==> src/rtl/sfr_pkg.sv <==
// shared constants, register codes and helpers for the stream find-and-replace block
`default_nettype none

package sfr_pkg;

    // default window depth
    localparam int MAX_PATTERN_DEF = 8;
    // hard cap on pattern and replacement bytes set by the register format
    localparam int BYTE_LIMIT      = 8;
    localparam int LEN_W           = 4;
    localparam int CFG_IDX_W       = 2;
    localparam int CFG_DATA_W      = 64;

    // configuration register indexes
    typedef enum logic [CFG_IDX_W-1:0] {
        REG_PATTERN_BYTES      = 2'd0,
        REG_PATTERN_LENGTH     = 2'd1,
        REG_REPLACEMENT_BYTES  = 2'd2,
        REG_REPLACEMENT_LENGTH = 2'd3
    } t_cfg_reg;

    // pattern length write seen by the matcher
    typedef struct packed {
        logic             wr;
        logic [LEN_W-1:0] len;
    } t_len_upd;

    // effective length: zero counts as one, saturate at the window limit
    function automatic logic [LEN_W-1:0] eff_len(input logic [LEN_W-1:0] raw,
                                                 input logic [LEN_W-1:0] limit);
        logic [LEN_W-1:0] v;
        v = (raw == '0) ? LEN_W'(1) : raw;
        if (v > limit) begin
            v = limit;
        end
        return v;
    endfunction

endpackage

`default_nettype wire

==> src/rtl/sfr_in_if.sv <==
// input channel: one text byte per request
`default_nettype none

interface sfr_in_if;
    logic       valid;
    logic       ready;
    logic [7:0] data_byte;
    logic       final_byte;

    modport source (output valid, output data_byte, output final_byte, input ready);
    modport sink   (input valid, input data_byte, input final_byte, output ready);
endinterface

`default_nettype wire

==> src/rtl/sfr_out_if.sv <==
// output channel: one rewritten byte per request
`default_nettype none

interface sfr_out_if;
    logic       valid;
    logic       ready;
    logic [7:0] out_byte;
    logic       run_last;
    logic       stream_done;

    modport source (output valid, output out_byte, output run_last, output stream_done,
                    input ready);
    modport sink   (input valid, input out_byte, input run_last, input stream_done,
                    output ready);
endinterface

`default_nettype wire

==> src/rtl/stream_find_replace_core.sv <==
// top level of the streaming find-and-replace block
`default_nettype none

// Streaming find-and-replace. Each text byte goes into a window of pending bytes;
// when the window holds as many bytes as the pattern it is compared with it. A match
// sends the replacement and empties the window, a miss on a full window sends the
// oldest byte, and a byte marked final flushes the window. Results leave through a
// burst register one byte per cycle while the output is ready, so plain text, whose
// requests cause zero or one result, streams at one byte per clock; a request that
// causes more results holds the input until the last byte of its burst leaves. The user
// must write configuration only while the block is idle; the block does not enforce it.
module stream_find_replace_core #(
    parameter int MAX_PATTERN = sfr_pkg::MAX_PATTERN_DEF
) (
    input  wire logic                             i_clk,
    input  wire logic                             i_rst_n,
    input  wire logic                             i_cfg_wr_en,
    input  wire logic [sfr_pkg::CFG_IDX_W-1:0]    i_cfg_index,
    input  wire logic [sfr_pkg::CFG_DATA_W-1:0]   i_cfg_data,
    sfr_in_if.sink                                i_in,
    sfr_out_if.source                             o_out
);

    localparam int WIN = (MAX_PATTERN < sfr_pkg::BYTE_LIMIT) ? MAX_PATTERN
                                                             : sfr_pkg::BYTE_LIMIT;
    localparam int CW  = $clog2(WIN + 1);
    localparam int IW  = (WIN > 1) ? $clog2(WIN) : 1;

    logic [63:0]               r_pat_bytes;
    logic [sfr_pkg::LEN_W-1:0] r_pat_len;
    logic [63:0]               r_rep_bytes;
    logic [sfr_pkg::LEN_W-1:0] r_rep_len;

    logic [CW-1:0]             plen;
    logic [CW-1:0]             rlen;
    sfr_pkg::t_len_upd         len_upd;
    logic                      take;
    logic                      em_ready;
    logic [WIN-1:0][7:0]       burst_bytes;
    logic [CW-1:0]             burst_num;
    logic                      burst_fin;

    // configuration registers
    always_ff @(posedge i_clk) begin
        if (!i_rst_n) begin
            r_pat_bytes <= '0;
            r_pat_len   <= sfr_pkg::LEN_W'(1);
            r_rep_bytes <= '0;
            r_rep_len   <= sfr_pkg::LEN_W'(1);
        end else if (i_cfg_wr_en) begin
            case (sfr_pkg::t_cfg_reg'(i_cfg_index))
                sfr_pkg::REG_PATTERN_BYTES: begin
                    r_pat_bytes <= i_cfg_data[63:0];
                end
                sfr_pkg::REG_PATTERN_LENGTH: begin
                    r_pat_len <= i_cfg_data[sfr_pkg::LEN_W-1:0];
                end
                sfr_pkg::REG_REPLACEMENT_BYTES: begin
                    r_rep_bytes <= i_cfg_data[63:0];
                end
                sfr_pkg::REG_REPLACEMENT_LENGTH: begin
                    r_rep_len <= i_cfg_data[sfr_pkg::LEN_W-1:0];
                end
                default: begin
                end
            endcase
        end
    end

    // effective lengths
    assign plen = CW'(sfr_pkg::eff_len(r_pat_len, sfr_pkg::LEN_W'(WIN)));
    assign rlen = CW'(sfr_pkg::eff_len(r_rep_len, sfr_pkg::LEN_W'(WIN)));

    // pattern length write for the window clear
    assign len_upd.wr  = i_cfg_wr_en &&
                         (sfr_pkg::t_cfg_reg'(i_cfg_index) == sfr_pkg::REG_PATTERN_LENGTH);
    assign len_upd.len = i_cfg_data[sfr_pkg::LEN_W-1:0];

    // input handshake
    assign i_in.ready = em_ready;
    assign take       = i_in.valid && em_ready;

    sfr_matcher #(
        .WIN (WIN),
        .CW  (CW),
        .IW  (IW)
    ) u_matcher (
        .i_clk         (i_clk),
        .i_rst_n       (i_rst_n),
        .i_take        (take),
        .i_data_byte   (i_in.data_byte),
        .i_final_byte  (i_in.final_byte),
        .i_plen        (plen),
        .i_rlen        (rlen),
        .i_pat_bytes   (r_pat_bytes),
        .i_rep_bytes   (r_rep_bytes),
        .i_len_upd     (len_upd),
        .o_burst_bytes (burst_bytes),
        .o_burst_num   (burst_num),
        .o_burst_fin   (burst_fin)
    );

    sfr_emitter #(
        .WIN (WIN),
        .CW  (CW)
    ) u_emitter (
        .i_clk   (i_clk),
        .i_rst_n (i_rst_n),
        .i_load  (take),
        .i_bytes (burst_bytes),
        .i_num   (burst_num),
        .i_fin   (burst_fin),
        .o_ready (em_ready),
        .o_out   (o_out)
    );

endmodule

`default_nettype wire

==> src/rtl/sfr_matcher.sv <==
// pending window, pattern compare and burst build for one input byte
`default_nettype none

module sfr_matcher #(
    parameter int WIN = sfr_pkg::BYTE_LIMIT,
    parameter int CW  = $clog2(WIN + 1),
    parameter int IW  = (WIN > 1) ? $clog2(WIN) : 1
) (
    input  wire logic                i_clk,
    input  wire logic                i_rst_n,
    input  wire logic                i_take,
    input  wire logic [7:0]          i_data_byte,
    input  wire logic                i_final_byte,
    input  wire logic [CW-1:0]       i_plen,
    input  wire logic [CW-1:0]       i_rlen,
    input  wire logic [63:0]         i_pat_bytes,
    input  wire logic [63:0]         i_rep_bytes,
    input  wire sfr_pkg::t_len_upd   i_len_upd,
    output logic [WIN-1:0][7:0]      o_burst_bytes,
    output logic [CW-1:0]            o_burst_num,
    output logic                     o_burst_fin
);

    logic [WIN-1:0][7:0] r_window;
    logic [WIN-1:0][7:0] n_window;
    logic [CW-1:0]       r_count;
    logic [CW-1:0]       n_count;

    logic [WIN-1:0][7:0] w;
    logic [CW-1:0]       c0;
    logic [CW-1:0]       cnt1;
    logic                full;
    logic                match;
    logic [CW-1:0]       upd_plen;

    // window with the new byte placed at the fill position
    always_comb begin
        c0 = (r_count >= i_plen) ? '0 : r_count;
        w  = r_window;
        w[c0[IW-1:0]] = i_data_byte;
        cnt1 = c0 + CW'(1);
        full = (cnt1 == i_plen);
    end

    // compare the full window with the pattern
    always_comb begin
        match = full;
        for (int i = 0; i < WIN; i++) begin
            if ((CW'(i) < i_plen) && (w[i] != i_pat_bytes[8*i +: 8])) begin
                match = 1'b0;
            end
        end
    end

    // burst contents and next window state
    always_comb begin
        o_burst_fin = i_final_byte;
        n_window    = w;
        if (match) begin
            for (int i = 0; i < WIN; i++) begin
                o_burst_bytes[i] = i_rep_bytes[8*i +: 8];
            end
            o_burst_num = i_rlen;
            n_count     = '0;
        end else if (i_final_byte) begin
            o_burst_bytes = w;
            o_burst_num   = cnt1;
            n_count       = '0;
        end else if (full) begin
            o_burst_bytes = w;
            o_burst_num   = CW'(1);
            for (int i = 0; i < WIN - 1; i++) begin
                n_window[i] = w[i+1];
            end
            n_count = cnt1 - CW'(1);
        end else begin
            o_burst_bytes = w;
            o_burst_num   = '0;
            n_count       = cnt1;
        end
    end

    // shrinking the pattern to the fill level or below drops the pending bytes
    assign upd_plen = CW'(sfr_pkg::eff_len(i_len_upd.len, sfr_pkg::LEN_W'(WIN)));

    // window and fill count
    always_ff @(posedge i_clk) begin
        if (!i_rst_n) begin
            r_count <= '0;
        end else if (i_take) begin
            r_count <= n_count;
        end else if (i_len_upd.wr && (r_count >= upd_plen)) begin
            r_count <= '0;
        end
    end

    always_ff @(posedge i_clk) begin
        if (i_take) begin
            r_window <= n_window;
        end
    end

endmodule

`default_nettype wire

==> src/rtl/sfr_emitter.sv <==
// result register that plays a burst out one byte per request
`default_nettype none

module sfr_emitter #(
    parameter int WIN = sfr_pkg::BYTE_LIMIT,
    parameter int CW  = $clog2(WIN + 1)
) (
    input  wire logic                i_clk,
    input  wire logic                i_rst_n,
    input  wire logic                i_load,
    input  wire logic [WIN-1:0][7:0] i_bytes,
    input  wire logic [CW-1:0]       i_num,
    input  wire logic                i_fin,
    output logic                     o_ready,
    sfr_out_if.source                o_out
);

    logic [WIN-1:0][7:0] r_bytes;
    logic [CW-1:0]       r_left;
    logic                r_fin;
    logic                last;
    logic                take;

    assign last    = (r_left == CW'(1));
    assign take    = o_out.valid && o_out.ready;
    // free once the burst is gone or its last byte leaves now
    assign o_ready = (r_left == '0) || (last && o_out.ready);

    // output side
    assign o_out.valid       = (r_left != '0);
    assign o_out.out_byte    = r_bytes[0];
    assign o_out.run_last    = last;
    assign o_out.stream_done = last && r_fin;

    // remaining byte count
    always_ff @(posedge i_clk) begin
        if (!i_rst_n) begin
            r_left <= '0;
        end else if (i_load) begin
            r_left <= i_num;
        end else if (take) begin
            r_left <= r_left - CW'(1);
        end
    end

    // burst bytes shift toward the output slot
    always_ff @(posedge i_clk) begin
        if (i_load) begin
            r_bytes <= i_bytes;
            r_fin   <= i_fin;
        end else if (take) begin
            for (int i = 0; i < WIN - 1; i++) begin
                r_bytes[i] <= r_bytes[i+1];
            end
        end
    end

endmodule

`default_nettype wire
==> src/flat_wrapper.sv <==
// flat-port wrapper written by rule: the top's interface ports become plain ports
module stream_find_replace_core_flat 
#(
    parameter int MAX_PATTERN = sfr_pkg::MAX_PATTERN_DEF
)
  (i_clk, i_rst_n, i_cfg_wr_en, i_cfg_index, i_cfg_data, i_in_valid, i_in_data_byte, i_in_final_byte, i_in_ready, o_out_valid, o_out_out_byte, o_out_run_last, o_out_stream_done, o_out_ready);
  sfr_in_if i_in_i ();
  sfr_out_if o_out_i ();
  input  wire logic i_clk;
  input  wire logic i_rst_n;
  input  wire logic i_cfg_wr_en;
  input  wire logic [sfr_pkg::CFG_IDX_W-1:0] i_cfg_index;
  input  wire logic [sfr_pkg::CFG_DATA_W-1:0] i_cfg_data;
  input wire logic [$bits(i_in_i.valid)-1:0] i_in_valid;
  input wire logic [$bits(i_in_i.data_byte)-1:0] i_in_data_byte;
  input wire logic [$bits(i_in_i.final_byte)-1:0] i_in_final_byte;
  output wire logic [$bits(i_in_i.ready)-1:0] i_in_ready;
  output wire logic [$bits(o_out_i.valid)-1:0] o_out_valid;
  output wire logic [$bits(o_out_i.out_byte)-1:0] o_out_out_byte;
  output wire logic [$bits(o_out_i.run_last)-1:0] o_out_run_last;
  output wire logic [$bits(o_out_i.stream_done)-1:0] o_out_stream_done;
  input wire logic [$bits(o_out_i.ready)-1:0] o_out_ready;
  assign i_in_i.valid = i_in_valid;
  assign i_in_i.data_byte = i_in_data_byte;
  assign i_in_i.final_byte = i_in_final_byte;
  assign i_in_ready = i_in_i.ready;
  assign o_out_valid = o_out_i.valid;
  assign o_out_out_byte = o_out_i.out_byte;
  assign o_out_run_last = o_out_i.run_last;
  assign o_out_stream_done = o_out_i.stream_done;
  assign o_out_i.ready = o_out_ready;
  stream_find_replace_core #(.MAX_PATTERN(MAX_PATTERN)) u_core (.i_clk(i_clk), .i_rst_n(i_rst_n), .i_cfg_wr_en(i_cfg_wr_en), .i_cfg_index(i_cfg_index), .i_cfg_data(i_cfg_data), .i_in(i_in_i), .o_out(o_out_i));
endmodule
==> config.mk <==
export PLATFORM = sky130hd
export DESIGN_NAME = stream_find_replace_core_flat
export DESIGN_NICKNAME = d
export VERILOG_FILES = /design/src/rtl/sfr_pkg.sv /design/src/rtl/sfr_in_if.sv /design/src/rtl/sfr_out_if.sv /design/src/rtl/stream_find_replace_core.sv /design/src/rtl/sfr_matcher.sv /design/src/rtl/sfr_emitter.sv /design/src/flat_wrapper.sv
export SDC_FILE = /design/constraint.sdc
export NUM_CORES = 1
export LEC_CHECK = 0
export ABC_AREA = 1
export ABC_CLOCK_PERIOD_IN_PS = 17800
export BUFFER_PORTS_ARGS = -buffer_cell sky130_fd_sc_hd__buf_2
export CELL_PAD_IN_SITES_DETAIL_PLACEMENT = 1
export CELL_PAD_IN_SITES_GLOBAL_PLACEMENT = 1
export CORE_AREA = 2 2 173 175
export DETAILED_ROUTE_END_ITERATION = 6
export DIE_AREA = 0 0 175 177
export GPL_TIMING_DRIVEN = 0
export HOLD_SLACK_MARGIN = 0.1
export PLACE_DENSITY_LB_ADDON = 0.12
export SKIP_LAST_GASP = 1
export SYNTH_ARGS = -nofsm -noshare
export SYNTH_HDL_FRONTEND = slang
export SYNTH_SLANG_ARGS = --single-unit
==> constraint.sdc <==
create_clock -name i_clk -period 17.8 [get_ports i_clk]
set_clock_uncertainty 0.1 [all_clocks]
set_input_delay 1.78 -clock i_clk [delete_from_list [all_inputs] [get_ports i_clk]]
set_output_delay 1.78 -clock i_clk [all_outputs]
set_load 0.1 [all_outputs]
* Yosys cells after proc, flatten, opt, wreduce, memory -nomap -nowiden
Cells that the tools add are included.
** Cells by class
- $add $sub $neg :: 3
- Multipliers :: 0
- Div/mod/pow operators :: 0
- Magnitude comparators :: 15
- Equal/unequal tests :: 13
- Shifts and indexed selects :: 0
- Mux-type cells :: 34
- Bitwise operators :: 0
- Reduce and logical (&&, ||, !) cells :: 28
** Operators with widths (number)
- $mux 56 :: 5
- $bwmux 64 :: 1
- $mux 4 :: 16
- $mux 64 :: 1
- $ne 8x8->1 :: 8
- $demux 8 s3 :: 1
- $logic_not 4->1 :: 4
- $lt 3x4->1 const A :: 4
- $logic_and 1x1->1 :: 15
- $gt 4x4->1 const B :: 3
- $mux 1 :: 9
- $ge 4x4->1 :: 2
- $lt 1x4->1 const A :: 2
- $lt 2x4->1 const A :: 2
- $mux 8 :: 1
- $reduce_and 2->1 :: 4
- $sub 4x1->4 const B :: 2
- $add 4x1->4 const B :: 1
- $eq 2x2->1 const B :: 2
- $eq 4x1->1 const B :: 1
- $eq 4x4->1 :: 1
- $lt 3x4->1 const B :: 1
- $reduce_bool 2->1 :: 2
- $reduce_bool 4->1 :: 1
- 4 further kinds :: 4
** Word-level totals
- Register bits :: 273
- Latch bits :: 0
- Memory bits (writable) :: 0
- ROM bits :: 0
- Input bits :: 80
- Output and inout port bits :: 12
- Memories :: 0

* Longest topological paths before layout
- Depth after elaboration :: 23
- Gate-level depth with buffers :: 29
- Gate-level depth less buffers :: 26

* Cells and area by module
Synthesis repeated with hierarchy kept, for this count alone.
** Second synthesis, totals
- Cells, all modules :: 2572
- Area, all modules :: 16731.0 µm²
** By module, submodules not included
- sfr_matcher :: times used 1, cells each 1376, area an instance 7753.7 µm², seq. area each 2001.9 µm²
- stream_find_replace_core :: times used 1, cells each 889, area an instance 5911.9 µm², seq. area each 2722.6 µm²
- sfr_emitter :: times used 1, cells each 307, area an instance 3065.4 µm², seq. area each 2031.9 µm²

* Worst setup path after synthesis
No wires, ideal clock.
- Path kind :: input -> register
- Start point :: in i_in_valid
- End point :: reg u_core.u_emitter.r_left[3]
- Setup time :: 0.141 ns
- Data arrival time :: 6.857 ns
- Required time :: 17.559 ns
- Path slack :: 10.702 ns
- Stages :: 5
- Path buffers :: 0
- Cells stage by stage :: inv_1 > o21ai_0 > inv_1 > a31oi_1 > a21oi_1
** On the way
- Cells in the longest elaborated chain, start to end :: 2
- Elaborated cells on any way between the ends :: 3
- Classes of those cells :: 1 x mux; 2 x reduce/logical
** RTL lines
- start: declaration :: RTL line flat_wrapper.sv:14 : input wire logic [$bits(i_in_i.valid)-1:0] i_in_valid;
- $logic_and 1x1->1 (*) :: RTL line stream_find_replace_core.sv:81 : assign take = i_in.valid && em_ready;
- $mux 4 or $reduce_bool 2->1 (tied branches)
- end signal: assignment :: RTL line sfr_emitter.sv:40 : r_left <= i_num;
- end signal: assignment :: RTL line sfr_emitter.sv:42 : r_left <= r_left - CW'(1);
- end: declaration :: RTL line sfr_emitter.sv:19 : logic [CW-1:0] r_left;
Every way passes the cells marked *; elsewhere a longest branch is shown, timed or not.
A chain may end at the register's enable or synchronous reset.

* Worst setup path in the final report
- Start point :: reg u_core.u_matcher.r_count[0]
- End point :: reg u_core.u_emitter.r_bytes[24] in the netlist's numbering, data pin
** On the way
- Cells in the longest elaborated chain, start to end :: 19
- Elaborated cells on any way between the ends :: 36
- Classes of those cells :: 1 x add/sub; 3 x order compare; 9 x eq/ne; 14 x mux; 9 x reduce/logical
** RTL lines
- start: declaration :: RTL line sfr_matcher.sv:26 : logic [CW-1:0] r_count;
- start signal: assignment :: RTL line sfr_matcher.sv:91 : r_count <= n_count;
- $ge 4x4->1 :: RTL line sfr_matcher.sv:38 : c0 = (r_count >= i_plen) ? '0 : r_count;
- $mux 4 (*) :: RTL line sfr_matcher.sv:38
- $lt 3x4->1 (implied by the code) or $ge 3x1->1 (tied branches) :: RTL line sfr_matcher.sv:40 : w[c0[IW-1:0]] = i_data_byte;
- $logic_and 1x1->1 (implied by the code) :: RTL line sfr_matcher.sv:40
- $mux 8 (implied by the code) :: RTL line sfr_matcher.sv:40
- $demux 8 s3 :: RTL line sfr_matcher.sv:40
- $bwmux 64 :: RTL line sfr_matcher.sv:40
- $ne 8x8->1 :: RTL line sfr_matcher.sv:49 : if ((CW'(i) < i_plen) && (w[i] != i_pat_bytes[8*i +: 8])) begin
- $logic_and 1x1->1 :: RTL line sfr_matcher.sv:49
- $mux 1 (8 in series) :: RTL line sfr_matcher.sv:49
- $mux 64 (*) :: RTL line sfr_matcher.sv:59 : if (match) begin
- $mux 56 (*) :: RTL line sfr_emitter.sv:48 : if (i_load) begin
- end signal: assignment :: RTL line sfr_emitter.sv:49 : r_bytes <= i_bytes;
- end signal: indexed assignment :: RTL line sfr_emitter.sv:53 : r_bytes[i] <= r_bytes[i+1];
- end: declaration :: RTL line sfr_emitter.sv:18 : logic [WIN-1:0][7:0] r_bytes;
Marked as above.

==> results.toml <==
[detailed_routing]
remaining_drc_errors = 0
ant_nets = 0
dr.pass1.iters = 5
wirelength_um = 55410
vias_per_cell = 5.808
num_vias = 14190
wire_per_inst_um = 22.68
drt_iter0_markers = 1244

[pwr]
finalPower_mw = 2.529
comb_power_share_pct = 36.8
p_clk_share_pct = 25.6
seqPwrFrac_pct = 37.6
p_int_mw = 1.510
switching_share_pct = 40.28
max-vdd-ir-drop_mv = 0.07691
power_switching_mw = 1.019
powerDensity_nw_per_um2 = 156.7
power.leakage_nw = 7.091

[worst_setup_path]
r2r_start = "u_core.u_matcher.r_count[0]"
cp-end-kind = "register"
critPathCapture = "u_core.u_emitter.r_bytes[24]"
path_max_fanout = 11
r2r-end = "u_core.u_emitter.r_bytes[24]"
cpMostUsedCell = "nand2_1"
crit_slowest_cell = "clkbuf_1"
slowest_delay_ns = 0.60
cp-start-kind = "register"
path_class = "register to register"
r2r_cells = 25
arrival_ns = 6.29
cp.required_ns = 18.12
rrSetupSlack_ns = 11.83
crit_start = "u_core.u_matcher.r_count[0]"

[yosys]
synth_area_sq_um = 14110
ys_types = 35
ys_top_cells_by_area = "edfxtp_1 (27%), dfxtp_1 (20%), nand2_1 (13%), o21ai_0 (8.3%), a21oi_1 (7.8%)"
yosys.area.top_type = "edfxtp_1"
synth_area_per_cell_sq_um = 7.416
synth_commonest_cells = "nand2_1 (478), inv_1 (235), o21ai_0 (233)"
ys_ff_latch = 273
synth_edf_count = 129
yosysMostFrequentCell = "nand2_1"
syn_nets = 1993
synth.top_cell.area_share_pct = 27.46
synthFlopType = "dfxtp_1"
synth-async-reset-ratio_pct = 0
ys_seq_area_share_pct = 47.90
synthCells = 1902
ys_warn_count = 0

[cts]
clock_path_buffers = 3
postCtsHoldBufs = 0
clkTransAtPathRegs_ns = 0.06
post_cts_resized = 0
cts_tree = "yes"
worstSkewPairLatency_ns = 0.58
clockRootBuffer = "clkbuf_16"
cts_buffers = 31
cts_setup_buffers = 0
cts.htree.levels = 1
clkSinkCount = 273

[timing]
post-route-period-util_pct = 33.54
setup_ws_ns = 11.83
fin_crit_ns = 5.970
finalHoldViolCount = 0
rsz0062_at_grt = "no"
hold_slack_ns = 0.3424
tightest_slew_ns = 1.079
max_slew_margin_pct = 28.06
setup_viol = 0
max_freq_mhz = 167.5
report.final.slew_viol_count = 0
tns_ns = 0

[outcome]
status = "completed"

[placement]
hpwl_um = 40770
place_ws_ns = 12.00
numPortBuffers = 90
gp_congestion = 0.9276

[die]
die_w_um = 175
die-height_um = 177
core_sq_um = 29240
die-area_sq_um = 30980
fp-row-count = 63
io_pins = 92
initial_core_util_pct = 48.24

[global_routing]
gr-total-overflow = 0
grt_max_degree = 60
antenna_found_initial = 2
grt_usage_pct = 35.74
grt_pass1_wl_um = 83460
grt_pass1_vias = 14260

[finish]
nets = 2119
syn_to_final_growth_pct = 14.43
finalCoreUtilization_pct = 55.20
n_antenna_cell = 0
drive_gt1_share_pct = 10.08

[job]
drv_cap = 0

[hold_path]
hp-class = "register to register"
-- layout make-up --
class | instances | area (sq um)
multi-input combinational | 1281 | 5959
sequential | 273 | 6756
buffer | 107 | 500.5
tap | 390 | 488.0
clock buffer | 50 | 948.4
fill | 3763 | 13100
clock inverter | 8 | 66.31
inverter | 241 | 904.6
timing repair buffer | 93 | 518.0
-- how the worst min path moves through the flow --
stage                                       from                      to  slack (ns)  cells past startpoint
final                     u_core.r_rep_bytes[42]  u_core.r_rep_bytes[42]        0.34                      2
after global routing      u_core.r_rep_bytes[42]  u_core.r_rep_bytes[42]        0.36                      2
after CTS                 u_core.r_rep_bytes[36]  u_core.r_rep_bytes[36]        0.34                      2
after detailed placement  u_core.r_rep_bytes[42]  u_core.r_rep_bytes[42]        0.34                      2
after global placement     u_core.r_rep_bytes[9]   u_core.r_rep_bytes[9]        0.33                      2
after floorplan           u_core.r_rep_bytes[10]  u_core.r_rep_bytes[10]        0.32                      2
-- registers in the layout, indices dropped and copies added, names as in the netlist --
| name | flops |
|---|---|
| u_core.u_emitter.r_bytes | 56 |
| u_core.u_emitter.r_left | 4 |
| u_core.r_rep_bytes | 64 |
| u_core.u_matcher.r_count | 4 |
| u_core.r_pat_bytes | 64 |
| u_core.r_pat_len | 4 |
| u_core.u_emitter.r_fin | 1 |
| u_core.u_matcher.r_window | 64 |
| u_core.u_emitter.o_out.out_byte | 8 |
| u_core.r_rep_len | 4 |
-- worst max-delay path: cells and delay by family, from the launching register on --
family                   cells  cell delay (ns)
XOR/XNOR                     1             0.26
flip-flops                   1             0.35
AO/OA/AOI/OAI                3             0.84
AND/OR/NAND/NOR             12             1.80
buffers and inverters        7             1.91
adder cells (fa/ha/maj)      2             0.57
-- routing by layer --
| metal | vias to the layer above | global-route usage, % | routed length (um) |
|---|---|---|---|
| li1 | 6513 | - | - |
| met1 | 6960 | 45.74 | 22780 |
| met2 | 555 | 61.18 | 26220 |
| met3 | 160 | 3.587 | 3571 |
| met4 | 0 | 16.60 | 2835 |
| met5 | - | 0 | 0 |
-- cell families after synthesis --
logic type	count (synthesis)	synth area share (%)
XOR/XNOR	4	0.2484
AND/OR/NAND/NOR	767	22.95
AO/OA/AOI/OAI	499	18.00
adder cells (fa/ha/maj)	11	0.9757
flip-flops	273	47.90
buffers and inverters	348	9.934
-- power by group through the flow --
stage	registers, mW	clock network, mW	logic [mW]
floorplan	0.951	0	0.614
global placement	0.981	0	0.861
detailed placement	0.962	0	0.909
CTS	0.950	0.647	0.918
global route	0.963	0.672	1.01
finish	0.951	0.646	0.932
-- cells in the final DEF (no fill, tap or decap), drive strengths merged --
cell type	n
xor2	2
buf	135
nand3	122
nand4	6
dfxtp	144
xnor2	2
clkinv	9
a31oi	1
inv	239
nor3	4
or2	2
edfxtp	129
nor2	130
bufinv	1
nand3b	20
o21ai	272
nand2	483
ha	11
clkbuf	115
o211ai	4
a21oi	222
-- through the flow --
stage          std cells  cell area, sq um
5_1_grt             2443             16140
2_1_floorplan       1902             14110
4_1_cts             2443             16140
3_3_place_gp        2382             15040
6_report            2443             16140
3_5_place_dp        2385             15130
(Power assumes the default switching activity.)
